===== config.mk =====
export PLATFORM = sky130hd
export DESIGN_NAME = takf_mul
export DESIGN_NICKNAME = d
export VERILOG_FILES = /design/src/hw/rtl/takf_pkg.sv /design/src/hw/rtl/takf_mul.sv
export SDC_FILE = /design/constraint.sdc
export NUM_CORES = 2
export LEC_CHECK = 0
export ABC_CLOCK_PERIOD_IN_PS = 11400
export BUFFER_PORTS_ARGS = -buffer_cell sky130_fd_sc_hd__buf_2
export CAP_MARGIN = 10
export CORE_MARGIN = 2
export CORE_UTILIZATION = 52
export CTS_CLUSTER_SIZE = 25
export DETAILED_ROUTE_END_ITERATION = 7
export PLACE_DENSITY = 0.68
export SYNTH_ARGS = -nofsm -noshare
export SYNTH_HDL_FRONTEND = slang
export SYNTH_SLANG_ARGS = --single-unit

===== constraint.sdc =====
create_clock -name clock -period 11.4 [get_ports clock]
set_clock_uncertainty 0.2 [all_clocks]
set_input_delay 0.57 -clock clock [delete_from_list [all_inputs] [get_ports clock]]
set_output_delay 0.57 -clock clock [all_outputs]
set_load 0.01 [all_outputs]

===== src/hw/rtl/takf_pkg.sv =====
// takf_pkg: shared types, constants and helpers of the tilt angle kalman filter
// used by takf_csr, takf_mul, takf_div and tilt_angle_kalman_filter
`default_nettype none

package takf_pkg;

   localparam int COV_FRAC_BITS = 30;
   localparam int CFG_W         = 30;
   localparam int CSR_ADDR_W    = 4;
   localparam int CSR_DATA_W    = 32;
   localparam int WIDE_W        = 40;
   localparam int OPND_W        = 34;
   localparam int MAG_W         = OPND_W - 1;
   localparam int PROD_W        = 2 * MAG_W;
   localparam int MRES_W        = 36;

   typedef logic signed [WIDE_W-1:0] wide_type;
   typedef logic signed [OPND_W-1:0] opnd_type;
   typedef logic signed [MRES_W-1:0] mres_type;
   typedef logic        [CFG_W-1:0]  cfg_reg_type;

   localparam logic signed [31:0] S32_MAX = 32'sh7FFF_FFFF;
   localparam logic signed [31:0] S32_MIN = 32'sh8000_0000;
   localparam wide_type SAT_HI = 40'sh00_7FFF_FFFF;
   localparam wide_type SAT_LO = 40'shFF_8000_0000;

   // one in covariance format, saturated to 32 bits
   localparam logic signed [31:0] COV_ONE = (COV_FRAC_BITS >= 31) ? S32_MAX
                                          : 32'(64'd1 << COV_FRAC_BITS);

   localparam cfg_reg_type STEP_TIME_RST   = 30'd5368709;
   localparam cfg_reg_type ANGLE_NOISE_RST = 30'd10737;
   localparam cfg_reg_type BIAS_NOISE_RST  = 30'd10737;
   localparam cfg_reg_type MEAS_NOISE_RST  = 30'd107374182;

   typedef enum logic [1:0] {
      REG_STEP_TIME,
      REG_ANGLE_NOISE,
      REG_BIAS_NOISE,
      REG_MEAS_NOISE
   } reg_idx_type;

   typedef struct packed {
      cfg_reg_type step_time;
      cfg_reg_type angle_noise;
      cfg_reg_type bias_noise;
      cfg_reg_type meas_noise;
   } cfg_type;

   typedef struct packed {
      logic     issue;
      opnd_type a;
      opnd_type b;
   } mul_req_type;

   typedef struct packed {
      logic                start;
      logic signed [31:0]  num;
      logic        [32:0]  den;
   } div_req_type;

   typedef struct packed {
      logic               done;
      logic signed [31:0] quotient;
   } div_rsp_type;

   typedef enum logic [4:0] {
      ST_IDLE,
      ST_RATE,
      ST_PB,
      ST_PBA,
      ST_P12,
      ST_P11,
      ST_S,
      ST_D1,
      ST_D1W,
      ST_D2,
      ST_D2W,
      ST_C1,
      ST_C2,
      ST_C3,
      ST_C4,
      ST_C5,
      ST_C6,
      ST_OUT
   } state_type;

   function automatic wide_type sx32(input logic signed [31:0] v);
      sx32 = {{(WIDE_W-32){v[31]}}, v};
   endfunction

   function automatic wide_type sxm(input mres_type v);
      sxm = {{(WIDE_W-MRES_W){v[MRES_W-1]}}, v};
   endfunction

   function automatic wide_type zxc(input cfg_reg_type v);
      zxc = {{(WIDE_W-CFG_W){1'b0}}, v};
   endfunction

   function automatic logic signed [31:0] sat32(input wide_type v);
      if (v > SAT_HI) begin
         sat32 = S32_MAX;
      end else if (v < SAT_LO) begin
         sat32 = S32_MIN;
      end else begin
         sat32 = v[31:0];
      end
   endfunction

   function automatic opnd_type op32(input logic signed [31:0] v);
      op32 = {{(OPND_W-32){v[31]}}, v};
   endfunction

endpackage

`default_nettype wire


===== src/hw/rtl/takf_mul.sv =====
// takf_mul: shared sign-magnitude multiplier with registered product
// rounds the product magnitude to nearest, ties away from zero; depends on takf_pkg
`default_nettype none

module takf_mul import takf_pkg::*; (
   input  wire logic        clock,
   input  wire mul_req_type req,
   output mres_type         result
);

   localparam logic [PROD_W-1:0] HALF = PROD_W'(1) << (COV_FRAC_BITS - 1);

   logic [MAG_W-1:0]  mag_a, mag_b;
   logic [PROD_W-1:0] prod_ff, prod_in;
   logic              neg_ff, neg_in;
   logic [PROD_W-1:0] rnd;
   logic [MRES_W-1:0] rmag;
   opnd_type          neg_a, neg_b;

   assign neg_a = -req.a;
   assign neg_b = -req.b;
   assign mag_a = req.a[OPND_W-1] ? neg_a[MAG_W-1:0] : req.a[MAG_W-1:0];
   assign mag_b = req.b[OPND_W-1] ? neg_b[MAG_W-1:0] : req.b[MAG_W-1:0];

   always_comb begin
      prod_in = prod_ff;
      neg_in  = neg_ff;
      if (req.issue) begin
         prod_in = PROD_W'(mag_a) * PROD_W'(mag_b);
         neg_in  = req.a[OPND_W-1] ^ req.b[OPND_W-1];
      end
   end

   always_ff @(posedge clock) begin
      prod_ff <= prod_in;
      neg_ff  <= neg_in;
   end

   assign rnd    = (prod_ff + HALF) >> COV_FRAC_BITS;
   assign rmag   = rnd[MRES_W-1:0];
   assign result = neg_ff ? -$signed(rmag) : $signed(rmag);

endmodule

`default_nettype wire


# [Word-level counts from Yosys, hierarchy flattened]
# Index checks and enable logic that the tools add are counted.
# Widths: inputs -> output; s select.
[totals] reg_bits=67 input_bits=70 out_inout_bits=36
[classes] n_addsub=4 n_mul=1 n_mux=3 bitwise=1
[ops] operator="$add 66x30->66 const B" n=1
[ops] operator="$mul 33x33->66" n=1
[ops] operator="$mux 33" n=2
[ops] operator="$neg 33->33" n=2
[ops] operator="$mux 36" n=1
[ops] operator="$neg 36->36" n=1
[ops] operator="$xor 1x1->1" n=1

# [Depth between registers and ports, before layout]
[logic_depth] word_depth=3 depth_mapped=36 ltp_nobuf=33

# [Worst setup path before layout]
# OpenSTA, ideal clock, no wires.
[synth_timing] path_type="input port to flip-flop" start="input req[37] (netlist bit)" end="register prod_ff[57] (data pin)" setup_ns=0.265 arrival_time_ns=9.599 slack_ns=1.336 cell_stages=34 path_buffers=2 path_cell_list="nor4_1 nand3_1 or4_4 nand2b_1 or3_1 o31ai_2 xor2_1 buf_4 nor2_1 fa_1 inv_1 fa_1 inv_1 fa_1 inv_1 fa_1 inv_1 fa_1 fa_1 fa_1 inv_1 fa_1 inv_1 ha_1 clkbuf_1 a21oi_1 o21ai_0 a2111oi_0 nor4_1 a2111oi_0 nand2_1 a31oi_1 o21ai_0 xor2_1"
[synth_between] elab_chain_cells=3
[synth_rtl] item="start, declared" line="takf_mul.sv:7" source="input wire mul_req_type req,"
[synth_rtl] item="$neg 33->33" line="takf_mul.sv:20" source="assign neg_a = -req.a;"
[synth_rtl] item="$mux 33 (*)" line="takf_mul.sv:22" source="assign mag_a = req.a[OPND_W-1] ? neg_a[MAG_W-1:0] : req.a[MAG_W-1:0];"
[synth_rtl] item="$mul 33x33->66 (*)" line="takf_mul.sv:29" source="prod_in = PROD_W'(mag_a) * PROD_W'(mag_b);"
[synth_rtl] item="end signal, assigned" line="takf_mul.sv:35" source="prod_ff <= prod_in;"
[synth_rtl] item="end, declared" line="takf_mul.sv:14" source="logic [PROD_W-1:0] prod_ff, prod_in;"
# Every way passes the cells marked *; elsewhere a longest branch is shown, timed or not.
# A chain may end at the register's enable or synchronous reset.

# [Worst setup path in the final report]
[layout_timing] start="input req[13] (netlist bit)" end="register prod_ff[64] (data pin)"
[layout_between] elab_chain_cells=3
[layout_rtl] item="$neg 33->33" line="takf_mul.sv:21" source="assign neg_b = -req.b;"
[layout_rtl] item="$mux 33 (*)" line="takf_mul.sv:23" source="assign mag_b = req.b[OPND_W-1] ? neg_b[MAG_W-1:0] : req.b[MAG_W-1:0];"
[layout_rtl] item="$mul 33x33->66 (*)" line="takf_mul.sv:29"
# Marked as above.

==> results.txt <==
----------------------------------------------------
[Clock network]
  CTS resizes ... 0
  Post-CTS setup buffers ... 0
  Clock tree root buffer cell ... sky130_fd_sc_hd__clkbuf_16
  TritonCTS buffer count ... 5
  Number of H-tree levels ... 2
  Post-CTS clock slew at the launch and capture registers of the worst setup and hold paths ... 60 ps
  Number of buffers inserted for hold repair after clock tree synthesis ... 0
  Buffer levels on the longest clock path ... 2
  Clock tree from TritonCTS ... yes
  CTS Sinks ... 38

[Die]
  Floorplan core area ... 73000 um^2
  Die outline height ... 275 um
  Number of top-level pins ... 106
  Die extent in x ... between 200 and 300 um
  Die Footprint ... 75800 um^2
  Std-Cell Rows ... approximately 100
  Initial core utilization ... 0.524

[Finish]
  Final Instance Count excl. Fillers ... 5486
  FILL cells ... 6630
  Area of all placed cells without fillers ... roughly 41000 um^2
  Fraction of layout cells with a size suffix above 1 ... 0.0727
  Count of nets after finishing ... 5814
  Layout Area Growth over Synthesis ... 6.74%

[Synthesis]
  Proportion of synthesized flip-flops having asynchronous set or reset ... 0
  Post-synth EDFFs ... 38
  Count of distinct cell types in the synthesized netlist ... 68
  Most used flip-flop cell after synthesis ... sky130_fd_sc_hd__edfxtp_1
  Most numerous cell types in the synthesized netlist ... sky130_fd_sc_hd__inv_1 (1019), sky130_fd_sc_hd__fa_1 (957), sky130_fd_sc_hd__nand2_1 (652)
  Netlist Area Pre-Place ... 38300 um^2
  Synth warn ... 0
  Post-synth top area share ... 0.501
  Net count after synthesis ... 5759
  Most instantiated library cell after synthesis ... sky130_fd_sc_hd__inv_1
  Mean Syn Cell Area ... 8.57 um^2
  Cell taking the most area after synthesis ... sky130_fd_sc_hd__fa_1
  Cell types with the largest area share after synthesis ... sky130_fd_sc_hd__fa_1 (50%), sky130_fd_sc_hd__inv_1 (10%), sky130_fd_sc_hd__ha_1 (8.7%)
  Number of register bits inferred by synthesis ... 38
  Sequential-to-total area share from yosys stat ... 0.0298
  Post-synthesis instance total ... 4467

[Detailed routing]
  Number of violations reported at the end of detailed-routing iteration 0 ... 2482
  Pre-Repair DR Iteration Count ... 6
  Antenna Violating Nets Remaining ... 0
  Routed via count ... 30976
  Remaining DRCs ... 0
  Met2 wirelength from detailed routing ... 55300 um
  Vias per Instance ... 5.65
  Wl on met1 ... 43800 um
  Wire length reported by the detailed router ... 117000 um
  Detailed route wirelength on metal3 ... 9780 um
  Highest routing layer actually used ... met5
  Routed len/inst ... between 20 and 25 um

[Setup path]
  Kind of critical path ... in2reg
  Bufs and invs on worst path ... 7
  Cell mode on critical path ... sky130_fd_sc_hd__fa_1
  Critical path fanouts, max ... 7
  Gate family responsible for the most delay along the worst path ... adder cells
  WP data required ... 11210 ps
  CP Capture Type ... flop
  Element type at the critical path start ... primary input
  Slowest library cell on the worst path ... sky130_fd_sc_hd__xor2_1
  Signal arrival time at the worst endpoint ... between 10000 and 15000 ps
  Highest cell delay on the worst timing path ... 660 ps

[Placed design]
  Placed Instances ... 5471
  Detailed placement HPWL ... a little over 100000 um
  Gp weighted congestion ... 1.01
  Count of input and output buffers ... 105
  Placed cell areas ... 40600 um^2

[STA]
  Slew at the pin closest to its max-slew limit ... 1160 ps
  Final Hold Fails ... 0
  Total count of max-transition violations in the final report ... 0
  Unrepaired setup endpoints after global routing ... no
  Setup Viol. Count Final ... 0
  Share of the clock period used by the worst path after layout ... 0.952
  Worst slew slack as a fraction of its limit ... 0.222
  Peak clock frequency supported by timing ... 92.1 MHz
  Sum of negative setup slack ... 0 ps
  Final Critical Period ... 10860 ps
  Worst Hold Margin ... 663 ps

[Global route]
  Largest net degree at the start of global routing ... 39
  Initial antenna violation count ... 6
  Wire length of the first global-routing pass ... 183000 um
  GRT Overall Usage ... 0.321
  Gr ovfl total ... 0
  Vias in the first global route ... 32261

[Job]
  Max-capacitance violation count ... 0

[Outcome]
  Status ... complete, no violations

[Worst hold path]
  Launch point of the worst hold path ... req[33]
  Type of the tightest min-delay check ... in2reg
  Hold-critical path endpoint ... neg_ff$_DFFE_PP_
  Worst Hold Path Cells ... 2

----------------------------------------------------
-- area by class of cell --
| type | instances | area [um^2] | area share |
|---|---|---|---|
| well taps | 959 | 1200 | 0.0294 |
| diodes | 4 | 10.0 | 0.000245 |
| clock inverters | 3 | 45.0 | 0.00110 |
| flip-flops and latches | 38 | 1140 | 0.0279 |
| multi-input cells | 3208 | 32900 | 0.805 |
| repair buffers | 250 | 1640 | 0.0401 |
| inverters | 1019 | 3820 | 0.0936 |
| clock buffers | 5 | 125 | 0.00306 |
-- registers in the layout (all words and copies together), names as in the netlist --
| name | count |
|---|---|
| prod_ff | 37 |
| neg_ff | 1 |
-- metal layers --
| metal | up-vias | track usage |
|---|---|---|
| met2 | 1448 | 0.522 |
| met5 | - | 0 |
| met3 | 378 | 0.0545 |
| met4 | 4 | 0.185 |
| met1 | 15849 | 0.407 |
| li1 | 13297 | - |
-- placed cells by master, fill, tap and decap left out, drive strengths merged, types with 7 or more instances in the layout --
cell	count
inv	1019
fa	957
nand2	652
nor2	586
ha	265
buf	250
xnor2	140
xor2	92
a21oi	78
o21ai	74
edfxtp	38
nand3	37
and2	27
a21o	24
nor3	23
o31ai	23
nand4	21
nor4	19
and3	17
or3	17
a31oi	15
o21bai	13
nand2b	12
o21a	11
o31a	10
or4	9
or2	7
-- kinds of logic after synthesis --
group | count (synthesis) | synth area share
AO/OA/AOI/OAI | 299 | 0.0511
XOR/XNOR | 232 | 0.0535
adder cells (fa/ha/maj) | 1222 | 0.587
buffers and inverters | 1221 | 0.121
flip-flops | 38 | 0.0298
multiplexers | 5 | 0.00131
AND/OR/NAND/NOR | 1450 | 0.156
-- metrics by stage --
step / util / worst slack [ps]
finish: 0.560 / 542
global route: 0.560 / 2.34
CTS: 0.559 / 194
detailed placement: 0.556 / -129
global placement: 0.556 / -33.5
floorplan: - / 1340
-- worst max-delay path by stage --
stage	startpoint	to	depth (start not counted)
floorplan	req[37]	prod_ff[57]$_DFFE_PP_	34
global placement	req[36]	prod_ff[57]$_DFFE_PP_	30
detailed placement	req[36]	prod_ff[57]$_DFFE_PP_	30
CTS	req[36]	prod_ff[57]$_DFFE_PP_	30
global route	req[37]	prod_ff[55]$_DFFE_PP_	34
finish	req[13]	prod_ff[64]$_DFFE_PP_	32
Power is not shown: default switching activity piles up to over one toggle a cycle in this logic, so the estimate is an artifact.
