<file path="src/hw/rtl/takf_pkg.sv">
// takf_pkg: shared types, constants and helpers of the tilt angle kalman filter
// used by takf_csr, takf_mul, takf_div and tilt_angle_kalman_filter
`default_nettype none

package takf_pkg;

   localparam int COV_FRAC_BITS = 30;
   localparam int CFG_W         = 30;
   localparam int CSR_ADDR_W    = 4;
   localparam int CSR_DATA_W    = 32;
   localparam int WIDE_W        = 40;
   localparam int OPND_W        = 34;
   localparam int MAG_W         = OPND_W - 1;
   localparam int PROD_W        = 2 * MAG_W;
   localparam int MRES_W        = 36;

   typedef logic signed [WIDE_W-1:0] wide_type;
   typedef logic signed [OPND_W-1:0] opnd_type;
   typedef logic signed [MRES_W-1:0] mres_type;
   typedef logic        [CFG_W-1:0]  cfg_reg_type;

   localparam logic signed [31:0] S32_MAX = 32'sh7FFF_FFFF;
   localparam logic signed [31:0] S32_MIN = 32'sh8000_0000;
   localparam wide_type SAT_HI = 40'sh00_7FFF_FFFF;
   localparam wide_type SAT_LO = 40'shFF_8000_0000;

   // one in covariance format, saturated to 32 bits
   localparam logic signed [31:0] COV_ONE = (COV_FRAC_BITS >= 31) ? S32_MAX
                                          : 32'(64'd1 << COV_FRAC_BITS);

   localparam cfg_reg_type STEP_TIME_RST   = 30'd5368709;
   localparam cfg_reg_type ANGLE_NOISE_RST = 30'd10737;
   localparam cfg_reg_type BIAS_NOISE_RST  = 30'd10737;
   localparam cfg_reg_type MEAS_NOISE_RST  = 30'd107374182;

   typedef enum logic [1:0] {
      REG_STEP_TIME,
      REG_ANGLE_NOISE,
      REG_BIAS_NOISE,
      REG_MEAS_NOISE
   } reg_idx_type;

   typedef struct packed {
      cfg_reg_type step_time;
      cfg_reg_type angle_noise;
      cfg_reg_type bias_noise;
      cfg_reg_type meas_noise;
   } cfg_type;

   typedef struct packed {
      logic     issue;
      opnd_type a;
      opnd_type b;
   } mul_req_type;

   typedef struct packed {
      logic                start;
      logic signed [31:0]  num;
      logic        [32:0]  den;
   } div_req_type;

   typedef struct packed {
      logic               done;
      logic signed [31:0] quotient;
   } div_rsp_type;

   typedef enum logic [4:0] {
      ST_IDLE,
      ST_RATE,
      ST_PB,
      ST_PBA,
      ST_P12,
      ST_P11,
      ST_S,
      ST_D1,
      ST_D1W,
      ST_D2,
      ST_D2W,
      ST_C1,
      ST_C2,
      ST_C3,
      ST_C4,
      ST_C5,
      ST_C6,
      ST_OUT
   } state_type;

   function automatic wide_type sx32(input logic signed [31:0] v);
      sx32 = {{(WIDE_W-32){v[31]}}, v};
   endfunction

   function automatic wide_type sxm(input mres_type v);
      sxm = {{(WIDE_W-MRES_W){v[MRES_W-1]}}, v};
   endfunction

   function automatic wide_type zxc(input cfg_reg_type v);
      zxc = {{(WIDE_W-CFG_W){1'b0}}, v};
   endfunction

   function automatic logic signed [31:0] sat32(input wide_type v);
      if (v > SAT_HI) begin
         sat32 = S32_MAX;
      end else if (v < SAT_LO) begin
         sat32 = S32_MIN;
      end else begin
         sat32 = v[31:0];
      end
   endfunction

   function automatic opnd_type op32(input logic signed [31:0] v);
      op32 = {{(OPND_W-32){v[31]}}, v};
   endfunction

endpackage

`default_nettype wire

</file>
<file path="src/hw/rtl/takf_csr.sv">
// takf_csr: apb register file holding step time and noise settings
// depends on takf_pkg
`default_nettype none

module takf_csr import takf_pkg::*; (
   input  wire logic                  clock,
   input  wire logic                  reset,
   input  wire logic                  csr_psel,
   input  wire logic                  csr_penable,
   input  wire logic                  csr_pwrite,
   input  wire logic [CSR_ADDR_W-1:0] csr_paddr,
   input  wire logic [CSR_DATA_W-1:0] csr_pwdata,
   output logic      [CSR_DATA_W-1:0] csr_prdata,
   output logic                       csr_pready,
   output cfg_type                    cfg
);

   cfg_type     cfg_ff, cfg_in;
   reg_idx_type idx;
   logic        wr_en;

   assign idx        = reg_idx_type'(csr_paddr[3:2]);
   assign wr_en      = csr_psel & csr_penable & csr_pwrite;
   assign csr_pready = 1'b1;
   assign cfg        = cfg_ff;

   always_comb begin
      cfg_in = cfg_ff;
      if (wr_en) begin
         case (idx)
            REG_STEP_TIME:   cfg_in.step_time   = csr_pwdata[CFG_W-1:0];
            REG_ANGLE_NOISE: cfg_in.angle_noise = csr_pwdata[CFG_W-1:0];
            REG_BIAS_NOISE:  cfg_in.bias_noise  = csr_pwdata[CFG_W-1:0];
            REG_MEAS_NOISE:  cfg_in.meas_noise  = csr_pwdata[CFG_W-1:0];
            default:         cfg_in = cfg_ff;
         endcase
      end
   end

   always_comb begin
      case (idx)
         REG_STEP_TIME:   csr_prdata = CSR_DATA_W'(cfg_ff.step_time);
         REG_ANGLE_NOISE: csr_prdata = CSR_DATA_W'(cfg_ff.angle_noise);
         REG_BIAS_NOISE:  csr_prdata = CSR_DATA_W'(cfg_ff.bias_noise);
         REG_MEAS_NOISE:  csr_prdata = CSR_DATA_W'(cfg_ff.meas_noise);
         default:         csr_prdata = '0;
      endcase
   end

   always_ff @(posedge clock) begin
      if (reset) begin
         cfg_ff.step_time   <= STEP_TIME_RST;
         cfg_ff.angle_noise <= ANGLE_NOISE_RST;
         cfg_ff.bias_noise  <= BIAS_NOISE_RST;
         cfg_ff.meas_noise  <= MEAS_NOISE_RST;
      end else begin
         cfg_ff <= cfg_in;
      end
   end

endmodule

`default_nettype wire

</file>
<file path="config.mk">
export PLATFORM = sky130hd
export DESIGN_NAME = takf_csr
export DESIGN_NICKNAME = d
export VERILOG_FILES = /design/src/hw/rtl/takf_pkg.sv /design/src/hw/rtl/takf_csr.sv
export SDC_FILE = /design/constraint.sdc
export NUM_CORES = 1
export LEC_CHECK = 0
export BUFFER_PORTS_ARGS = -buffer_cell sky130_fd_sc_hd__buf_2
export CAP_MARGIN = 25
export CELL_PAD_IN_SITES_DETAIL_PLACEMENT = 0
export CELL_PAD_IN_SITES_GLOBAL_PLACEMENT = 1
export CORE_MARGIN = 2
export CORE_UTILIZATION = 38
export DETAILED_ROUTE_END_ITERATION = 8
export PLACE_DENSITY = 0.82
export REMOVE_ABC_BUFFERS = 1
export SETUP_SLACK_MARGIN = 0.05
export SLEW_MARGIN = 20
export SYNTH_ARGS = -nofsm -noshare
export SYNTH_HDL_FRONTEND = slang
export SYNTH_SLANG_ARGS = --single-unit
</file>
<file path="constraint.sdc">
create_clock -name clock -period 1.35 [get_ports clock]
set_clock_uncertainty 0.1 [all_clocks]
set_input_delay 0.0675 -clock clock [delete_from_list [all_inputs] [get_ports clock]]
set_output_delay 0.0675 -clock clock [all_outputs]
set_load 0.02 [all_outputs]
</file>
# ---- Word-level counts from Yosys, hierarchy flattened
# Index checks and enable logic that the tools add are counted.
dict set report totals {
  reg_bits 120
  inputBits 41
  out_inout_bits 153
  word_cells 15
}
dict set report op_classes {
  n_eq_ne 3
  muxes 1
  bitwise 2
  n_reduce_logical 5
}
# operator n
set op_table {}
lappend op_table {{$pmux W32 S4} 1}
lappend op_table {{$reduce_and A2 Y1} 4}
lappend op_table {{$eq A2 B2 Y1 const B} 2}
lappend op_table {{$and A1 B1 Y1} 2}
lappend op_table {{$eq A2 B1 Y1 const B} 1}
lappend op_table {{$logic_not A2 Y1} 1}

# ---- Longest topological paths before layout
# Gate-level depths: netlist of the first run.
dict set report logic_depth {
  depth_word 3
  depth_mapped 6
  depth_no_buf 3
}

# ---- Worst setup path after synthesis of the first run
# Ideal clock, no wire load.
dict set report synth_path {
  path_type {input to output}
  startpoint {input port csr_paddr[2]}
  endpoint {output port csr_prdata[10]}
  arrival_time_ps 1012
  required_time_ps 1183
  slack_ps 170
  cell_stages 3
  n_path_buf 2
  path_cell_list {buf_4 -> buf_4 -> mux4_2}
}
dict set report synth_via {
  elab_chain_len 2
  elab_cells_between_ends 5
  classes_between {eq/ne: 3; mux: 1; reduce/logical: 1}
}
# item line
set synth_rtl {}
lappend synth_rtl {{from (decl)} takf_csr.sv:11} ;# input wire logic [CSR_ADDR_W-1:0] csr_paddr,
lappend synth_rtl {{$eq A2 B2 Y1 (tied with other cells)} takf_csr.sv:41} ;# case (idx)
lappend synth_rtl {{$pmux W32 S4 *} takf_csr.sv:41}
lappend synth_rtl {{to (decl)} takf_csr.sv:13} ;# output logic [CSR_DATA_W-1:0] csr_prdata,
# Mark *: on every way between the ends. The rest lies on a longest branch, timed or not. The select of a mux whose other input is x is not followed.

# ---- Final worst setup path of the first run
dict set report layout_path {
  startpoint {register cfg_ff (netlist bit cfg[15])}
  endpoint {output port csr_prdata[15]}
}
dict set report layout_via {
  elab_chain_len 1
}
# item line
set layout_rtl {}
lappend layout_rtl {{from (decl)} takf_csr.sv:18} ;# cfg_type cfg_ff, cfg_in;
lappend layout_rtl {{from (signal assigned)} takf_csr.sv:57} ;# cfg_ff <= cfg_in;
lappend layout_rtl {{$pmux W32 S4} takf_csr.sv:41}
# No other way between the ends. The select of a mux whose other input is x is not followed.

==> flow_summary.toml, run 1 <==
[finish]
areaGrowthSynthToFinish_pct = 55.65
largest_register_ffs = 120
final_nets = 826
postLayoutCoreUtil_pct = 59.99
antenna_cells_inserted = 0
final_layout_size_suffix_gt1_share_pct = 56.02

[power]
share_clk_of_total_power_pct = 51.8
finalPower_mw = 9.617
switching_power_mw = 2.170
switching_share_of_power_pct = 22.56
power.combinational.fraction_pct = 10.5
power_leakage_nw = 4.081
cellInternalPower_mw = 7.447
power.sequential.fraction_pct = 37.7
pwr_density_cell_nw_per_um2 = 1116
power.ir.vdd_worst_v = 0.0007348

[sta]
finalCriticalPeriod_ps = 1561
timing.fmax_mhz = 640.6
timing_hold_violations_final = 0
rsz_0062_raised_after_global_routing = "yes"
finalSetupViolCount = 30
finalSetupTns_ps = -5182
maxSlewViolCount = 0
worst_hold_slack_ps = 206.0
finalWorstSetupSlack_ps = -211.0
period_share_pct = 115.6

[critical_path]
critical_path.max_stage_delay_ps = 490
setup.reg_to_reg.worst_slack_ps = 370
timing.critical_path.buf_inv = 1
worst_ep_required_time_ps = 1180
worst_r2r_path_depth = 4
critical_path_class = "reg -> out"
crit_path_max_fanout = 2
timing.critical_path.max_delay_family = "multiplexers"
start_kind = "register"
r2r_end = "cfg[5]"
crit_path_cell_trace = "mux4_2, buf_6"
crit-reg2reg-launch = "cfg[5]"
critical_path_arrival_ps = 1390
critical_path.slowest_cell = "sky130_fd_sc_hd__mux4_2"
timing.critical_path.to_type = "primary output"

[worst_hold_path]
class_of_the_tightest_hold_or_removal_check = "in -> reg"
hold_path.startpoint = "csr_penable"
worstHoldPathCells = 5
worstHoldEndpoint = "cfg[14]"

[clocking]
cts_tree = "built"
clk_latency_ps = 410
clock-sinks = 120
cts_inserted_buffers = 17
ctsHtreeMaxLevel = 4
cts_buffer_depth = 2
clock_tree.root_cell = "sky130_fd_sc_hd__clkbuf_16"
clk_pin_slew_worst_paths_ps = 60

[yosys]
syn_inst = 495
yosys_warnings = 0
mappedNetlistArea_um2 = 5538
synthDistinctLibCells = 17
avgSynthCellArea_um2 = 11.19
ys_seq_elements = 120
synth.yosys.seq_area_share_pct = 43.38
synth_largest_type_area_fraction_pct = 43.38
synthDominantAreaCellType = "sky130_fd_sc_hd__dfxtp_1"
biggest_area_contributors_in_the_synthesized_netlist = "sky130_fd_sc_hd__dfxtp_1, sky130_fd_sc_hd__mux2i_1, sky130_fd_sc_hd__mux4_2, sky130_fd_sc_hd__nand2b_1, sky130_fd_sc_hd__nor2_1"

[outcome]
violations = "setup timing"
outcome = "complete, but fails checks"

[die]
std_cell_rows = 44
core_area_um2 = 14370
starting_density_of_the_core_pct = 38.54
design.portCount = 194
die-height_um = 124.7
die_w_um = 124.7
dieArea_um2 = 15560

[grt]
grt_first_pass_wirelength_um = 25750
largest_net_degree_at_the_start_of_global_routing = 78
overflow_after_grt = 0
grt_util_all_layers_pct = 20.94
first_global_vias = 4930
antenna_found_initial = 0

[place]
portBuffers = 186
detailedPlacementHpwl_um = 10290
detailedPlace.worstSlack_ps = 9.189
place_congestion = 0.7657

[detailed_routing]
antenna_left = 0
first_drt_iteration_drcs = 193
detail_route.first_pass.iterations = 4
drc_errors = 0
finalWirelength_um = 16420
viasPerCell = 4.896
via_count = 4808
post_drt_wl_per_cell_um = 16.72

[run]
drv_cap = 0
-- layer usage --
metal | GRT usage, % | up-vias | share of wire [%]
li1 | - | 2272 | -
met1 | 25.29 | 2357 | 43
met2 | 36.00 | 158 | 51
met3 | 5.799 | 21 | 5.4
met4 | 6.940 | 0 | 1.3
met5 | 0 | - | 0
-- cell families (layout without fill, tap and decap cells) --
kind of cell  count (synthesis)  after routing  share of synthesized area (%)
simple gates                180            180                          17.62
mux                         150            150                          33.89
flops                       120            120                          43.38
buf+inv                      43            345                          4.971
other cells                   2              3                         0.1356
-- through the flow --
step           cell area [um2]  cells
6_report                  8620    982
5_1_grt                   8620    982
4_1_cts                   8518    972
3_5_place_dp              6782    846
3_3_place_gp              6782    846
2_1_floorplan             5266    453
-- cell usage after synthesis --
master and instances:
sky130_fd_sc_hd__nor3_1 1, sky130_fd_sc_hd__mux4_2 30, sky130_fd_sc_hd__nor3b_2 1, sky130_fd_sc_hd__nand3b_1 2, sky130_fd_sc_hd__nand3_1 2, sky130_fd_sc_hd__mux2i_1 120
sky130_fd_sc_hd__nand2b_1 107, sky130_fd_sc_hd__clkbuf_1 10, sky130_fd_sc_hd__and3_4 1, sky130_fd_sc_hd__buf_2 13, sky130_fd_sc_hd__dfxtp_1 120, sky130_fd_sc_hd__nor2_1 64
sky130_fd_sc_hd__or3_1 1, sky130_fd_sc_hd__conb_1 2, sky130_fd_sc_hd__buf_4 14, sky130_fd_sc_hd__and3_1 1, sky130_fd_sc_hd__buf_6 6
-- power groups by stage --
stage / registers [mW] / logic, mW / clock network (mW)
floorplan: 3.75 / 0.370 / 0
global placement: 3.70 / 0.796 / 0
detailed placement: 3.70 / 0.814 / 0
CTS: 3.62 / 1.00 / 5.05
global route: 3.63 / 1.07 / 5.24
finish: 3.63 / 1.01 / 4.98
-- final cells by class --
class                           count  area (um2)
Fill cell                        1174        5749
Multi-Input combinational cell    333        2880
Sequential cell                   120        2526
Timing Repair Buffer              313        2325
Clock buffer                       22       494.2
Tap cell                          184       230.2
Clock inverter                     10       163.9
-- cell usage in the layout, fill, tap and decap left out, types with 2 or more instances in the layout --
master,instances
sky130_fd_sc_hd__buf_12,13
sky130_fd_sc_hd__buf_2,154
sky130_fd_sc_hd__buf_4,83
sky130_fd_sc_hd__buf_6,32
sky130_fd_sc_hd__bufinv_16,4
sky130_fd_sc_hd__clkbuf_16,17
sky130_fd_sc_hd__clkbuf_8,5
sky130_fd_sc_hd__clkinvlp_4,4
sky130_fd_sc_hd__conb_1,3
sky130_fd_sc_hd__dfxtp_1,21
sky130_fd_sc_hd__dfxtp_2,99
sky130_fd_sc_hd__dlygate4sd3_1,31
sky130_fd_sc_hd__mux2i_1,120
sky130_fd_sc_hd__mux4_2,30
sky130_fd_sc_hd__nand2b_1,107
sky130_fd_sc_hd__nand3b_1,2
sky130_fd_sc_hd__nor2_1,64
-- how the worst max path moves through the flow --
| stage | start | endpoint | slack [ps] | cells after the start |
|---|---|---|---|---|
| 6_report | cfg[15] | csr_prdata[15] | -210 | 2 |
| 5_1_grt | cfg[15] | csr_prdata[15] | -250 | 2 |
| 4_1_cts | cfg[15] | csr_prdata[15] | -210 | 2 |
| 3_5_place_dp | csr_paddr[2] | cfg[66] | 9 | 5 |
| 3_3_place_gp | csr_paddr[2] | csr_prdata[16] | 30 | 4 |
| 2_1_floorplan | csr_pwrite | cfg[100] | -1300 | 3 |
-- repair_timing --
item	4_1_cts	5_1_grt
endpoints found under the hold margin	120	0
setup buffers	63	10
gates resized for setup	146	16
setup endpoints to repair	30	30
hold buffers	31	0
-- worst min-delay path: cells and delay by family --
| kind | cells | cell delay, ps |
|---|---|---|
| buffers and inverters | 2 | 260 |
| AND/OR/NAND/NOR | 2 | 260 |
| multiplexers | 1 | 80 |
Power figures use the tool's default switching activity.
==> run 2, diff against run 1 <==
==> constraint.sdc (replaced) <==
create_clock -name clock -period 1.35 [get_ports clock]
set_clock_uncertainty 0.1 [all_clocks]
set_input_delay 0.135 -clock clock [delete_from_list [all_inputs] [get_ports clock]]
set_output_delay 0.135 -clock clock [all_outputs]
set_load 0.02 [all_outputs]
==> flow_summary.toml, run 2 (synthesized netlist as in run 1, its figures left out) <==
[worst_hold_path]
worstHoldPathCells = 3
class_of_the_tightest_hold_or_removal_check = "in -> reg"
worstHoldEndpoint = "cfg[21]"
hold_path.startpoint = "reset"

[finish]
antenna_cells_inserted = 0
multi_input_comb_area_um2 = 2880
leading_cell_type_in_the_layout_fill_and_taps_excluded = "sky130_fd_sc_hd__buf_2"
final_nets = 827
instances_no_fill = 983
final.fill_count = 1180
largest_register_ffs = 120
areaGrowthSynthToFinish_pct = 55.58
postLayoutCoreUtil_pct = 59.96
final_layout_size_suffix_gt1_share_pct = 55.94
layout_common_cells = "sky130_fd_sc_hd__buf_2, sky130_fd_sc_hd__mux2i_1, sky130_fd_sc_hd__nand2b_1, sky130_fd_sc_hd__dfxtp_2, sky130_fd_sc_hd__buf_4"
ff_latch_area_um2 = 2526

[die]
die-height_um = 124.7
dieArea_um2 = 15560
starting_density_of_the_core_pct = 38.54
core_area_um2 = 14370
design.portCount = 194
std_cell_rows = 44
die_w_um = 124.7

[critical_path]
timing.critical_path.to_type = "primary output"
crit_path_cell_trace = "mux4_2, buf_6"
start_kind = "register"
timing.critical_path.buf_inv = 1
critical_path.max_stage_delay_ps = 490
critical_path_arrival_ps = 1390
crit_path_max_fanout = 2
crit-reg2reg-launch = "cfg[3]"
critical_path.slowest_cell = "sky130_fd_sc_hd__mux4_2"
r2r_end = "cfg[3]"
critical_path_class = "reg -> out"
timing.critical_path.max_delay_family = "multiplexers"
worst_r2r_path_depth = 4
worst_ep_required_time_ps = 1120
setup.reg_to_reg.worst_slack_ps = 460

[sta]
finalSetupViolCount = 30
timing_hold_violations_final = 0
worst_hold_slack_ps = 4.412
period_share_pct = 120.3
finalWorstSetupSlack_ps = -274.7
finalSetupTns_ps = -7252
finalCriticalPeriod_ps = 1625
maxSlewViolCount = 0
timing.fmax_mhz = 615.5
rsz_0062_raised_after_global_routing = "yes"

[clocking]
clk_latency_ps = 410
clk_pin_slew_worst_paths_ps = 60
cts_tree = "built"
clock_tree.root_cell = "sky130_fd_sc_hd__clkbuf_16"
cts_inserted_buffers = 17
ctsHtreeMaxLevel = 4
clock-sinks = 120
cts_buffer_depth = 2

[grt]
largest_net_degree_at_the_start_of_global_routing = 73
grt_util_all_layers_pct = 20.92
first_global_vias = 5016
antenna_found_initial = 0
grt_first_pass_wirelength_um = 25720
overflow_after_grt = 0

[place]
post-place-cells = 855
place_congestion = 0.7596
portBuffers = 186
detailedPlacementHpwl_um = 10550

[outcome]
violations = "setup timing"
outcome = "complete, but fails checks"

[power]
pwr_density_cell_nw_per_um2 = 1084
power.ir.vdd_worst_v = 0.0008366
finalPower_mw = 9.340
power_leakage_nw = 4.057

[detailed_routing]
finalWirelength_um = 16200
drc_errors = 0
antenna_left = 0
post_drt_wl_per_cell_um = 16.48
first_drt_iteration_drcs = 224
via_count = 4793
viasPerCell = 4.876
detail_route.first_pass.iterations = 4

[run]
drv_cap = 0
==> run 2: changes by cell type in the layout (fill, tap and decap cells not counted) <==
| cell | change |
|---|---|
| sky130_fd_sc_hd__buf_2 | -6 |
| sky130_fd_sc_hd__buf_6 | +4 |
| sky130_fd_sc_hd__buf_4 | +3 |
| sky130_fd_sc_hd__clkbuf_8 | -2 |
| sky130_fd_sc_hd__bufinv_16 | -1 |
| sky130_fd_sc_hd__clkbuf_1 | +1 |
| sky130_fd_sc_hd__clkinv_2 | +1 |
| sky130_fd_sc_hd__clkinv_4 | +1 |
| sky130_fd_sc_hd__clkinvlp_4 | +1 |
| sky130_fd_sc_hd__inv_6 | -1 |
==> run 2: area by class of cell <==
class	count	share of cell area, %
Clock buffer	21	5.460
Multi-Input combinational cell	333	33.43
Sequential cell	120	29.32
Clock inverter	11	1.699
Timing Repair Buffer	314	27.42
Tap cell	184	2.672
==> run 2: worst min-delay path, cell delays in order <==
cell and delay, ps:
sky130_fd_sc_hd__buf_4 170, sky130_fd_sc_hd__nor2_1 100, sky130_fd_sc_hd__mux2i_1 70
==> run 2: report_power, final <==
part / switching, mW / total (mW) / internal, mW
Sequential: 0.0311 / 3.63 / 3.60
Combinational: 0.494 / 1.02 / 0.530
Clock: 1.65 / 4.69 / 3.04
Total: 2.17 / 9.34 / 7.17
==> run 2: worst max path at each step <==
stage,cells past startpoint,endpoint,slack [ps],from
final,2,csr_prdata[13],-270,cfg[43]
after global routing,2,csr_prdata[3],-320,cfg[3]
after CTS,2,csr_prdata[13],-290,cfg[13]
after detailed placement,4,csr_prdata[7],-80,csr_paddr[2]
after global placement,4,csr_prdata[7],-80,csr_paddr[2]
after floorplan,3,cfg[100],-1370,csr_pwrite
==> run 2: routing by layer <==
layer / vias up / track usage (%) / part of all wire (%)
met2: 162 / 36.32 / 50
met1: 2332 / 24.44 / 42
met3: 29 / 5.971 / 5.7
met5: - / 0 / 0
li1: 2270 / - / -
met4: 0 / 7.931 / 2.2
==> run 2: through the flow <==
| stage | cell area [um2] | setup WS, ps |
|---|---|---|
| floorplan | 5266 | -1368 |
| global placement | 6849 | -78.08 |
| detailed placement | 6849 | -75.50 |
| CTS | 8524 | -287.7 |
| global route | 8616 | -317.1 |
| finish | 8616 | -274.7 |
==> run 2: repair_timing <==
action                                  in CTS  in global routing
resized for setup                          146                 26
endpoints found under the setup margin      30                 38
setup buffers                               59                  6
hold endpoints to repair                   120                  0
cloned                                       0                  0
hold buffers                                32                  0
