File: src/hw/rtl/takf_pkg.sv
// takf_pkg: shared types, constants and helpers of the tilt angle kalman filter
// used by takf_csr, takf_mul, takf_div and tilt_angle_kalman_filter
`default_nettype none

package takf_pkg;

   localparam int COV_FRAC_BITS = 30;
   localparam int CFG_W         = 30;
   localparam int CSR_ADDR_W    = 4;
   localparam int CSR_DATA_W    = 32;
   localparam int WIDE_W        = 40;
   localparam int OPND_W        = 34;
   localparam int MAG_W         = OPND_W - 1;
   localparam int PROD_W        = 2 * MAG_W;
   localparam int MRES_W        = 36;

   typedef logic signed [WIDE_W-1:0] wide_type;
   typedef logic signed [OPND_W-1:0] opnd_type;
   typedef logic signed [MRES_W-1:0] mres_type;
   typedef logic        [CFG_W-1:0]  cfg_reg_type;

   localparam logic signed [31:0] S32_MAX = 32'sh7FFF_FFFF;
   localparam logic signed [31:0] S32_MIN = 32'sh8000_0000;
   localparam wide_type SAT_HI = 40'sh00_7FFF_FFFF;
   localparam wide_type SAT_LO = 40'shFF_8000_0000;

   // one in covariance format, saturated to 32 bits
   localparam logic signed [31:0] COV_ONE = (COV_FRAC_BITS >= 31) ? S32_MAX
                                          : 32'(64'd1 << COV_FRAC_BITS);

   localparam cfg_reg_type STEP_TIME_RST   = 30'd5368709;
   localparam cfg_reg_type ANGLE_NOISE_RST = 30'd10737;
   localparam cfg_reg_type BIAS_NOISE_RST  = 30'd10737;
   localparam cfg_reg_type MEAS_NOISE_RST  = 30'd107374182;

   typedef enum logic [1:0] {
      REG_STEP_TIME,
      REG_ANGLE_NOISE,
      REG_BIAS_NOISE,
      REG_MEAS_NOISE
   } reg_idx_type;

   typedef struct packed {
      cfg_reg_type step_time;
      cfg_reg_type angle_noise;
      cfg_reg_type bias_noise;
      cfg_reg_type meas_noise;
   } cfg_type;

   typedef struct packed {
      logic     issue;
      opnd_type a;
      opnd_type b;
   } mul_req_type;

   typedef struct packed {
      logic                start;
      logic signed [31:0]  num;
      logic        [32:0]  den;
   } div_req_type;

   typedef struct packed {
      logic               done;
      logic signed [31:0] quotient;
   } div_rsp_type;

   typedef enum logic [4:0] {
      ST_IDLE,
      ST_RATE,
      ST_PB,
      ST_PBA,
      ST_P12,
      ST_P11,
      ST_S,
      ST_D1,
      ST_D1W,
      ST_D2,
      ST_D2W,
      ST_C1,
      ST_C2,
      ST_C3,
      ST_C4,
      ST_C5,
      ST_C6,
      ST_OUT
   } state_type;

   function automatic wide_type sx32(input logic signed [31:0] v);
      sx32 = {{(WIDE_W-32){v[31]}}, v};
   endfunction

   function automatic wide_type sxm(input mres_type v);
      sxm = {{(WIDE_W-MRES_W){v[MRES_W-1]}}, v};
   endfunction

   function automatic wide_type zxc(input cfg_reg_type v);
      zxc = {{(WIDE_W-CFG_W){1'b0}}, v};
   endfunction

   function automatic logic signed [31:0] sat32(input wide_type v);
      if (v > SAT_HI) begin
         sat32 = S32_MAX;
      end else if (v < SAT_LO) begin
         sat32 = S32_MIN;
      end else begin
         sat32 = v[31:0];
      end
   endfunction

   function automatic opnd_type op32(input logic signed [31:0] v);
      op32 = {{(OPND_W-32){v[31]}}, v};
   endfunction

endpackage

`default_nettype wire

File: src/hw/rtl/takf_div.sv
// takf_div: radix-2 restoring divider for the kalman gain, one quotient bit a cycle
// quotient carries COV_FRAC_BITS fraction bits, truncated and saturated; depends on takf_pkg
`default_nettype none

module takf_div import takf_pkg::*; (
   input  wire logic        clock,
   input  wire logic        reset,
   input  wire div_req_type req,
   output div_rsp_type      rsp
);

   localparam int QB    = 32;
   localparam int CNT_W = $clog2(QB);
   localparam int NW    = QB + COV_FRAC_BITS;
   localparam int CW    = ((COV_FRAC_BITS > 33) ? COV_FRAC_BITS : 33) + 1;

   logic              busy_ff, busy_in;
   logic              done_ff, done_in;
   logic [CNT_W-1:0]  cnt_ff, cnt_in;
   logic [32:0]       rem_ff, rem_in;
   logic [QB-1:0]     lo_ff, lo_in;
   logic [QB-1:0]     q_ff, q_in;
   logic [32:0]       den_ff, den_in;
   logic              neg_ff, neg_in;
   logic              ovf_ff, ovf_in;

   logic [31:0]       num_neg;
   logic [31:0]       num_mag;
   logic [NW-1:0]     nshift;
   logic [CW-1:0]     hi_ext;
   logic [33:0]       trial;
   logic [33:0]       diff;
   logic              ge;
   logic [31:0]       q_neg;

   assign num_neg = -req.num;
   assign num_mag = req.num[31] ? num_neg : req.num;
   assign nshift  = NW'(num_mag) << COV_FRAC_BITS;
   assign hi_ext  = CW'(nshift[NW-1:QB]);

   assign trial = {rem_ff, lo_ff[QB-1]};
   assign diff  = trial - {1'b0, den_ff};
   assign ge    = trial >= {1'b0, den_ff};

   always_comb begin
      busy_in = busy_ff;
      done_in = 1'b0;
      cnt_in  = cnt_ff;
      rem_in  = rem_ff;
      lo_in   = lo_ff;
      q_in    = q_ff;
      den_in  = den_ff;
      neg_in  = neg_ff;
      ovf_in  = ovf_ff;
      if (req.start && !busy_ff) begin
         busy_in = 1'b1;
         cnt_in  = CNT_W'(QB - 1);
         rem_in  = hi_ext[32:0];
         lo_in   = nshift[QB-1:0];
         q_in    = '0;
         den_in  = req.den;
         neg_in  = req.num[31];
         ovf_in  = hi_ext >= CW'(req.den);
      end else if (busy_ff) begin
         rem_in = ge ? diff[32:0] : trial[32:0];
         lo_in  = lo_ff << 1;
         q_in   = {q_ff[QB-2:0], ge};
         cnt_in = cnt_ff - CNT_W'(1);
         if (cnt_ff == '0) begin
            busy_in = 1'b0;
            done_in = 1'b1;
         end
      end
   end

   always_ff @(posedge clock) begin
      if (reset) begin
         busy_ff <= 1'b0;
         done_ff <= 1'b0;
      end else begin
         busy_ff <= busy_in;
         done_ff <= done_in;
      end
      cnt_ff <= cnt_in;
      rem_ff <= rem_in;
      lo_ff  <= lo_in;
      q_ff   <= q_in;
      den_ff <= den_in;
      neg_ff <= neg_in;
      ovf_ff <= ovf_in;
   end

   assign q_neg    = -q_ff;
   assign rsp.done = done_ff;

   always_comb begin
      if (neg_ff) begin
         rsp.quotient = (ovf_ff || q_ff > 32'h8000_0000) ? S32_MIN : $signed(q_neg);
      end else begin
         rsp.quotient = (ovf_ff || q_ff[31]) ? S32_MAX : $signed(q_ff);
      end
   end

endmodule

`default_nettype wire
File: config.mk
export PLATFORM = sky130hd
export DESIGN_NAME = takf_div
export DESIGN_NICKNAME = d
export VERILOG_FILES = /design/src/hw/rtl/takf_pkg.sv /design/src/hw/rtl/takf_div.sv
export SDC_FILE = /design/constraint.sdc
export NUM_CORES = 1
export LEC_CHECK = 0
export ABC_AREA = 1
export BUFFER_PORTS_ARGS = -buffer_cell sky130_fd_sc_hd__buf_2
export CORE_MARGIN = 2
export CORE_UTILIZATION = 40
export CTS_CLUSTER_SIZE = 30
export DETAILED_ROUTE_END_ITERATION = 12
export GPL_TIMING_DRIVEN = 1
export PLACE_DENSITY = 0.6
export SYNTH_ARGS = -nofsm -noshare
export SYNTH_HDL_FRONTEND = slang
export SYNTH_SLANG_ARGS = --single-unit
File: constraint.sdc
create_clock -name clock -period 2.55 [get_ports clock]
set_input_delay 0.1275 -clock clock [delete_from_list [all_inputs] [get_ports clock]]
set_output_delay 0.1275 -clock clock [all_outputs]
set_load 0.05 [all_outputs]
---- After elaboration in Yosys (flattened, before gate mapping) ----
Cells that the tools add are included.
word-level totals
  register bits ........................... 109
  input bits .............................. 68
cells by class
  add/subtract/negate cells ............... 4
  order comparisons ....................... 3
  mux-type cells .......................... 13
  bitwise logic cells ..................... 1
  reductions and logical operators ........ 7
operators by type and width
  kind                  count
  $mux 32               6
  $neg 32->32           2
  $mux 30               2
  $ge 34x33->1          1
  $ge 30x33->1          1
  $mux 33               1
  $sub 33x33->33        1
  $gt 32x32->1 const B  1
  $logic_not 5->1       1
  $sub 5x1->5 const B   1
  $mux 1                4
  $reduce_or 3->1       1
  $logic_or 1x1->1      2
  $reduce_bool 2->1     1
  $logic_and 1x1->1     1
  $logic_not 1->1       1
  $not 1->1             1

---- Longest topological paths before layout ----
Gate-level depths: netlist of the first run.
  depth in word-level cells ............... 4
  gate-level depth with buffers ........... 18
  depth with buffers taken out ............ 18

---- Worst setup path before layout of the first run ----
OpenSTA, ideal clock, no wires.
  kind .................................... reg-to-output
  start point ............................. reg q_ff[0]
  end point ............................... out rsp[2] in the netlist's numbering
  arrival time ............................ 2.435 ns
  setup slack ............................. -0.012 ns
  stages on the path, launching flop included .. 11
  buffers on the path ..................... 0
  cell sequence ........................... dfxtp_1 -> inv_1 -> ha_1 -> nand3_2 -> nor2_2 -> nand2_2 -> o21ai_2 -> nand2_1 -> inv_2 -> nand2_4 -> o21ai_0
RTL lines
  element                 line            RTL
  from (decl)             takf_div.sv:22  logic [QB-1:0] q_ff, q_in;
  from (signal assigned)  takf_div.sv:87  q_ff <= q_in;
  to (decl)               takf_div.sv:9   output div_rsp_type rsp

---- Final worst setup path of the first run ----
  start point ............................. reg rem_ff[15]
  end point ............................... reg rem_ff[15] (data pin)
between the ends
  cells in the longest elaborated chain, start to end .. 4
ends and longest elaborated chain
  element                 line            RTL
  from (decl)             takf_div.sv:20  logic [32:0] rem_ff, rem_in;
  from (signal assigned)  takf_div.sv:85  rem_ff <= rem_in;
  $ge 34x33->1            takf_div.sv:43  assign ge = trial >= {1'b0, den_ff};
  $mux 33                 takf_div.sv:65  rem_in = ge ? diff[32:0] : trial[32:0];
  $mux 30                 takf_div.sv:64  end else if (busy_ff) begin
  $mux 30                 takf_div.sv:55  if (req.start && !busy_ff) begin
  via rem_in[15]          takf_div.sv:20
The timed path passes the listed nets, and every way through them passes these cells. The select of a mux whose other input is x is not followed.
A chain may end at the register's enable or synchronous reset.

==> out/metrics.yaml, run 1 <==
status:
  outcome: "finished, final reports clean"
cells_and_area:
  fin_area_sq_um: 12390
  final_net_count: 1837
  area_growth_pct: 24.50
  drive_gt1_frac: 0.1752
  fin_util: 0.5080
clock_network:
  h-tree-depth: 3
  cts_buffers: 9
  cts_tree: "built"
  clkSinkCount: 109
  cts_buffer_depth: 2
  clkLatencyLatePin_ns: 0.37
  cts-root-buf: "clkbuf_16"
  path_clk_slew_ns: 0.08
global_routing:
  grt_pass1_wl_um: 49950
  antenna_found_initial: 7
  grt_use_total: 0.2408
  grt.overflow.total: 0
  grt_pass1_vias: 9800
  grt_max_degree: 69
timing:
  clock_skew_ns: 0.01125
  maxSlewViolCount: 0
  maxSlewHeadroom: 0.2602
  finalHoldViolations: 0
  worst_pin_slew_ns: 1.108
  fmax_mhz: 409.6
  setup_violations: 0
  timing.hold.ws_ns: 0.05569
  worst_slack_ns: 0.1084
  fin_crit_sh: 0.9575
  period_needed_ns: 2.442
drt:
  num_vias: 10170
  routed_wl_um: 32680
  vias_per_cell: 5.002
  drt-wirelength-per-cell_um: 16.08
  ant_nets: 0
  route.detailed.drc: 0
  firstDrtPassIters: 5
  drtIter0Drc: 572
placement:
  hpwl_um: 25000
  postPlaceCellArea_sq_um: 11230
  gp_congestion: 0.9234
  port_buffers: 100
  pre_cts_ws_ns: -0.2813
critical_path:
  cp.required_ns: 2.67
  cp-end-kind: "flip-flop"
  cp-start-kind: "flip-flop"
  worstReg2RegEnd: "rem_ff[15]$_DFFE_PP_"
  critical_path_class: "reg -> reg"
  cp.arrival_ns: 2.56
  rr_startpoint: "rem_ff[15]$_DFFE_PP_"
  r2r_slack_ns: 0.11
  r2r_cells: 14
  cp_max_fo: 8
floorplanning:
  rows: 57
  io_pins: 101
  dieWidth_um: 161.7
  die_y_um: 161.7
  die-area_sq_um: 26160
  start_util: 0.4080
  core_sq_um: 24390
synth:
  async_reset_ff_frac: 0
  synth_ff_type: "edfxtp_1"
  synth-edff-count: 67
  yosysTopAreaCell: "edfxtp_1"
  yosys.cell_types.count: 46
  synth_cells: 1509
  syn_nets: 1644
  avgSynthCellArea_sq_um: 6.595
  ys_top_cells_by_area: "edfxtp_1, nand2_1, inv_1"
  synth-seq-cells: 109
  seq_area_frac_synth: 0.2866
  ys_warn_count: 0
  yosysTopAreaCellShare: 0.2022
  synth_area_sq_um: 9952
min_path:
  hold_path.startpoint: "req[32]"
  hold-path-endpoint: "den_ff[32]$_DFFE_PP_"
  hold_class: "in -> reg"
  worstHoldPathCells: 1
pwr:
  ir_drop_mv: 0.4389
  power.density_nw_per_um2: 918.0
  power_leakage_uw: 0.006469
job:
  cap_violations: 0
## cell usage after synthesis, types with 3 or more instances
cell type	n
nand2_1	423
inv_1	294
nand3_1	118
nor2_1	103
edfxtp_1	67
ha_1	66
o21ai_0	56
xor2_1	55
a21oi_1	44
dfxtp_1	42
o22ai_1	32
nand4_1	26
nor3_1	24
clkbuf_1	19
o21ai_2	15
xnor2_1	15
nand2_2	14
o21ai_1	11
nand3b_1	10
inv_2	9
nor2_2	8
and2_1	7
buf_2	6
buf_6	6
nor4_1	6
nor3_2	5
nand3_2	3
## critical path: stages (launching register included)
cell and delay (ns):
edfxtp_1 0.40, ha_1 0.39, nand2_2 0.13, inv_1 0.05, nand2_1 0.05, nand2_1 0.06, inv_1 0.05, nand2_1 0.08
a21oi_2 0.21, nand2_2 0.13, nand2_8 0.19, clkbuf_16 0.20, nand3_1 0.07, nand3_1 0.11, nand2_1 0.06
## state kept, by name, indices dropped and copies added, names as in the netlist
register / cells
done_ff: 1
ovf_ff: 1
neg_ff: 1
busy_ff: 1
q_ff: 32
rem_ff: 33
den_ff: 33
lo_ff: 2
cnt_ff: 5
## cell type report
class,count,area (sq um)
Fill cell,2521,12000
Multi-Input combinational cell,1065,5987
Sequential cell,109,2855
Timing Repair Buffer,214,1687
Inverter,303,1140
Tap cell,324,405.4
Clock buffer,9,225.2
Clock inverter,7,86.33
Antenna cell,2,5.005
## layout by cell type, fill, tap and decap left out, types with 4 or more instances in the layout
master	n
nor2_1	93
dlygate4sd3_1	33
dfxtp_1	40
o22ai_1	32
nor2_2	15
ha_2	5
nand2_8	5
nand3b_1	10
nand2_2	16
inv_2	11
o21ai_2	16
xnor2_1	15
o21ai_0	52
nor3_2	6
o21ai_1	12
inv_1	291
xor2_1	55
ha_1	58
nor4_1	4
clkbuf_16	12
edfxtp_1	67
nand3_1	117
and2_1	6
nor3_1	22
buf_4	84
a21oi_1	43
nand2_1	421
buf_6	12
nand4_1	26
buf_12	5
buf_2	73
nand3_2	4
## per-layer routing
metal,wire (um),global-route usage
met5,34,0
met1,13730,0.2907
met3,1616,0.04086
met2,16070,0.4258
met4,1226,0.09855
## metrics by stage
step,power (uW),setup TNS [ns],cells
detailed placement,9229,-0.2813,1965
CTS,10850,0,2012
finish,11380,0,2033
floorplan,7430,-0.07484,1509
global placement,9181,-0.1431,1965
global route,12310,-0.03784,2032
## worst max-delay path by stage
stage	from	end	slack (ns)	cells past startpoint
2_1_floorplan	q_ff[0]$_SDFFE_PP0P_	rsp[2]	-0.01	10
4_1_cts	q_ff[22]$_SDFFE_PP0P_	rsp[30]	0.004	11
6_report	rem_ff[15]$_DFFE_PP_	rem_ff[15]$_DFFE_PP_	0.11	14
5_1_grt	rem_ff[19]$_DFFE_PP_	rem_ff[23]$_DFFE_PP_	-0.02	12
3_3_place_gp	req[33]	ovf_ff$_DFFE_PP_	-0.14	18
3_5_place_dp	req[33]	ovf_ff$_DFFE_PP_	-0.28	18
## power by group
group          total, uW  switching (uW)  internal [uW]
logic               7340            4630           2710
clock network       1530             745            789
registers           2500             186           2310
total              11400            5560           5810
## cells by family after synthesis
family          count (synthesis)  share of synthesized area
fa+ha+maj                      67                    0.08499
flops                         109                     0.2866
buf+inv                       339                     0.1362
xor+xnor                       70                    0.06160
compound gates                168                    0.09769
simple gates                  756                     0.3329
## repair_timing
item                                    in CTS  in global routing
gates resized for setup                      7                100
cloned                                       0                  8
pin swaps                                    0                  8
setup buffers                                0                  9
hold buffers                                31                  2
endpoints found under the setup margin      26                 63
hold endpoints to repair                    32                  2
Power figures use the tool's default switching activity.
==> run 2: changes to the inputs <==
--- a/config.mk
+++ b/config.mk
@@ -12,7 +12,7 @@
 export CTS_CLUSTER_SIZE = 30
 export DETAILED_ROUTE_END_ITERATION = 12
 export GPL_TIMING_DRIVEN = 1
-export PLACE_DENSITY = 0.6
+export PLACE_DENSITY = 0.58
 export SYNTH_ARGS = -nofsm -noshare
 export SYNTH_HDL_FRONTEND = slang
 export SYNTH_SLANG_ARGS = --single-unit
==> constraint.sdc (replaced) <==
create_clock -name clock -period 2.5 [get_ports clock]
set_input_delay 0.125 -clock clock [delete_from_list [all_inputs] [get_ports clock]]
set_output_delay 0.125 -clock clock [all_outputs]
set_load 0.005 [all_outputs]
==> run 2 against run 1 <==
Against the previous run:
- cell area rose by 0.30%
- sequential share of layout area fell by 0.090 points
- critical path depth fell by 1
- routed wire length barely moved
- sequential power rose by 4%
- count of clock-buffer cells in the layout rose by 1
- clock power barely moved
- largest power group unchanged
- highest routed layer unchanged
==> out/metrics.yaml, run 2 (same netlist as run 1, synthesis figures left out) <==
critical_path:
  cp.arrival_ns: 2.50  # -0.06 ns
  endpoint: "rem_ff[22]$_DFFE_PP_"
  cp-start-kind: "flip-flop"
  r2r_cells: 13  # -1
  rr_startpoint: "rem_ff[14]$_DFFE_PP_"
  cp-end-kind: "flip-flop"
  crit_top_cell: "nand2_1"
  worstReg2RegEnd: "rem_ff[22]$_DFFE_PP_"
  cp.required_ns: 2.60  # -0.07 ns
  r2r_slack_ns: 0.1  # about the same
  path_cells: "ha_4 -> nand2_1 -> nor2_2 -> inv_2 -> nor2_2 -> nand2_1 -> nor2_4 -> a21oi_4 -> buf_4 -> nand2_8 -> nand2_2 -> nand3_1 -> nand2_1"
  slowest_delay_ns: 0.43  # +0.03 ns
  critical_path_class: "reg -> reg"
  cp_max_fo: 15  # +7
  cp-startpoint: "rem_ff[14]$_DFFE_PP_"
  critPathSlowestCell: "edfxtp_1"
global_routing:
  grt_use_total: 0.2445  # +0.003755
  antenna_found_initial: 6  # -1
  grt_pass1_vias: 9792  # -0.082%
  grt.overflow.total: 0  # unchanged
  grt_max_degree: 69  # unchanged
  grt_pass1_wl_um: 50460  # +1.0%
drt:
  route.detailed.drc: 0  # unchanged
  ant_nets: 0  # unchanged
  firstDrtPassIters: 5  # unchanged
  drt-wirelength-per-cell_um: 15.99  # -0.55%
  num_vias: 10200  # +0.29%
  drtIter0Drc: 614  # +7.3%
  vias_per_cell: 4.984  # -0.35%
  routed_wl_um: 32710  # about the same
floorplanning:
  io_pins: 101  # unchanged
  start_util: 0.4080  # unchanged
  core_sq_um: 24390  # unchanged
  die-area_sq_um: 26160  # unchanged
  die_y_um: 161.7  # unchanged
  dieWidth_um: 161.7  # unchanged
  rows: 57  # unchanged
timing:
  worst_pin_slew_ns: 0.5204  # -0.5881 ns
  fin_crit_sh: 0.9600  # +0.002542
  timing.hold.ws_ns: 0.009383  # -0.04631 ns
  maxSlewHeadroom: 0.6526  # +0.3924
  clock_skew_ns: 0.02208  # +0.01082 ns
  period_needed_ns: 2.400  # -0.04152 ns
  rsz0062_at_grt: "true"
  maxSlewViolCount: 0  # unchanged
  finalHoldViolations: 0  # unchanged
  setup_violations: 0  # unchanged
  tns_ns: 0  # unchanged
  fmax_mhz: 416.6  # +1.7%
min_path:
  hold_class: "in -> reg"
  worstHoldPathCells: 1  # unchanged
  hold_path.startpoint: "req[20]"
placement:
  hpwl_um: 25140  # +0.55%
  gp_congestion: 0.9648  # +4.5%
  postPlaceCellArea_sq_um: 11340  # +0.91%
  port_buffers: 100  # unchanged
pwr:
  ir_drop_mv: 0.3605  # -18%
  power_leakage_uw: 0.006504  # +0.54%
  totalPowerFinal_uw: 11210  # -1.4%
  power.density_nw_per_um2: 902.3  # -1.7%
cells_and_area:
  layout_commonest_cell: "nand2_1"
  top_regs: "den_ff x33, rem_ff x33, q_ff x32"
  fin_area_sq_um: 12430  # +0.30%
  drive_gt1_frac: 0.1888  # +0.01368
  final_cell_mix: "nand2_1, inv_1, nand3_1, buf_2, nor2_1"
  fillers: 2468  # -2.1%
  final_net_count: 1851  # +0.76%
  area_growth_pct: 24.88
clock_network:
  cts-root-buf: "clkbuf_16"
  path_clk_slew_ns: 0.07  # about the same
  cts_tree: "built"
  clkLatencyLatePin_ns: 0.36  # about the same
  h-tree-depth: 3  # unchanged
  clkSinkCount: 109  # unchanged
  cts_buffers: 9  # unchanged
  cts_buffer_depth: 2  # unchanged
job:
  cap_violations: 0  # unchanged
status:
  outcome: "finished, final reports clean"
## run 2: cell count changes in the layout (fill, tap and decap cells not counted), moves of 4 or more
cell   delta
buf_2    +27
buf_4     +4
buf_6     -8
ha_1      -7
ha_4      +6
## run 2: area by class of cell
cell class                      count  area, sq um  share of cell area
Timing Repair Buffer              229         1652              0.1329
Sequential cell                   109         2853              0.2295
Clock buffer                       10        250.2             0.02013
Inverter                          303         1137             0.09151
Multi-Input combinational cell   1064         6060              0.4876
Antenna cell                        1        2.502           0.0002013
Clock inverter                      6        68.82            0.005537
Tap cell                          324        405.4             0.03262
## run 2: layer usage
layer,routed length [um],vias up,GRT usage
li1,-,5210,-
met1,13750,4600,0.3034
met2,15680,305,0.4180
met3,1825,79,0.03575
met4,1412,4,0.1183
met5,39,-,0
## run 2: per-stage QoR
stage | std cells | utilization | worst slack, ns
6_report | 2046 | 0.5095 | 0.09988
3_3_place_gp | 1982 | 0.4648 | -0.1404
2_1_floorplan | 1509 | - | 0.1177
3_5_place_dp | 1982 | 0.4648 | -0.1862
4_1_cts | 2026 | 0.4901 | 0.0007527
5_1_grt | 2046 | 0.5095 | -0.02302
## run 2: critical path: cells and delay by family (launching register included)
family                   cells  cell delay (ns)
AND/OR/NAND/NOR              9             1.06
flip-flops                   1             0.43
adder cells (fa/ha/maj)      1             0.32
buffers and inverters        2             0.23
AO/OA/AOI/OAI                1             0.10
## run 2: repair_timing
| action | CTS | global route |
|---|---|---|
| hold endpoints to repair | 28 | 3 |
| pin swaps | 1 | 7 |
| cloned | 1 | 4 |
| hold buffers | 27 | 3 |
| setup buffers | 0 | 12 |
| endpoints found under the setup margin | 16 | 62 |
| gates resized for setup | 5 | 57 |
## run 2: how the worst min path moves through the flow
stage	endpoint	slack [ns]
finish	den_ff[20]$_DFFE_PP_	0.009
global route	den_ff[18]$_DFFE_PP_	-0.003
CTS	den_ff[21]$_DFFE_PP_	0.001
detailed placement	done_ff$_SDFF_PP0_	0.30
global placement	done_ff$_SDFF_PP0_	0.30
floorplan	done_ff$_SDFF_PP0_	0.20
## run 2: report_power, final
group	switching (uW)	total, uW	internal [uW]
combinational	4330	7090	2760
sequential	228	2590	2360
clock	729	1540	807
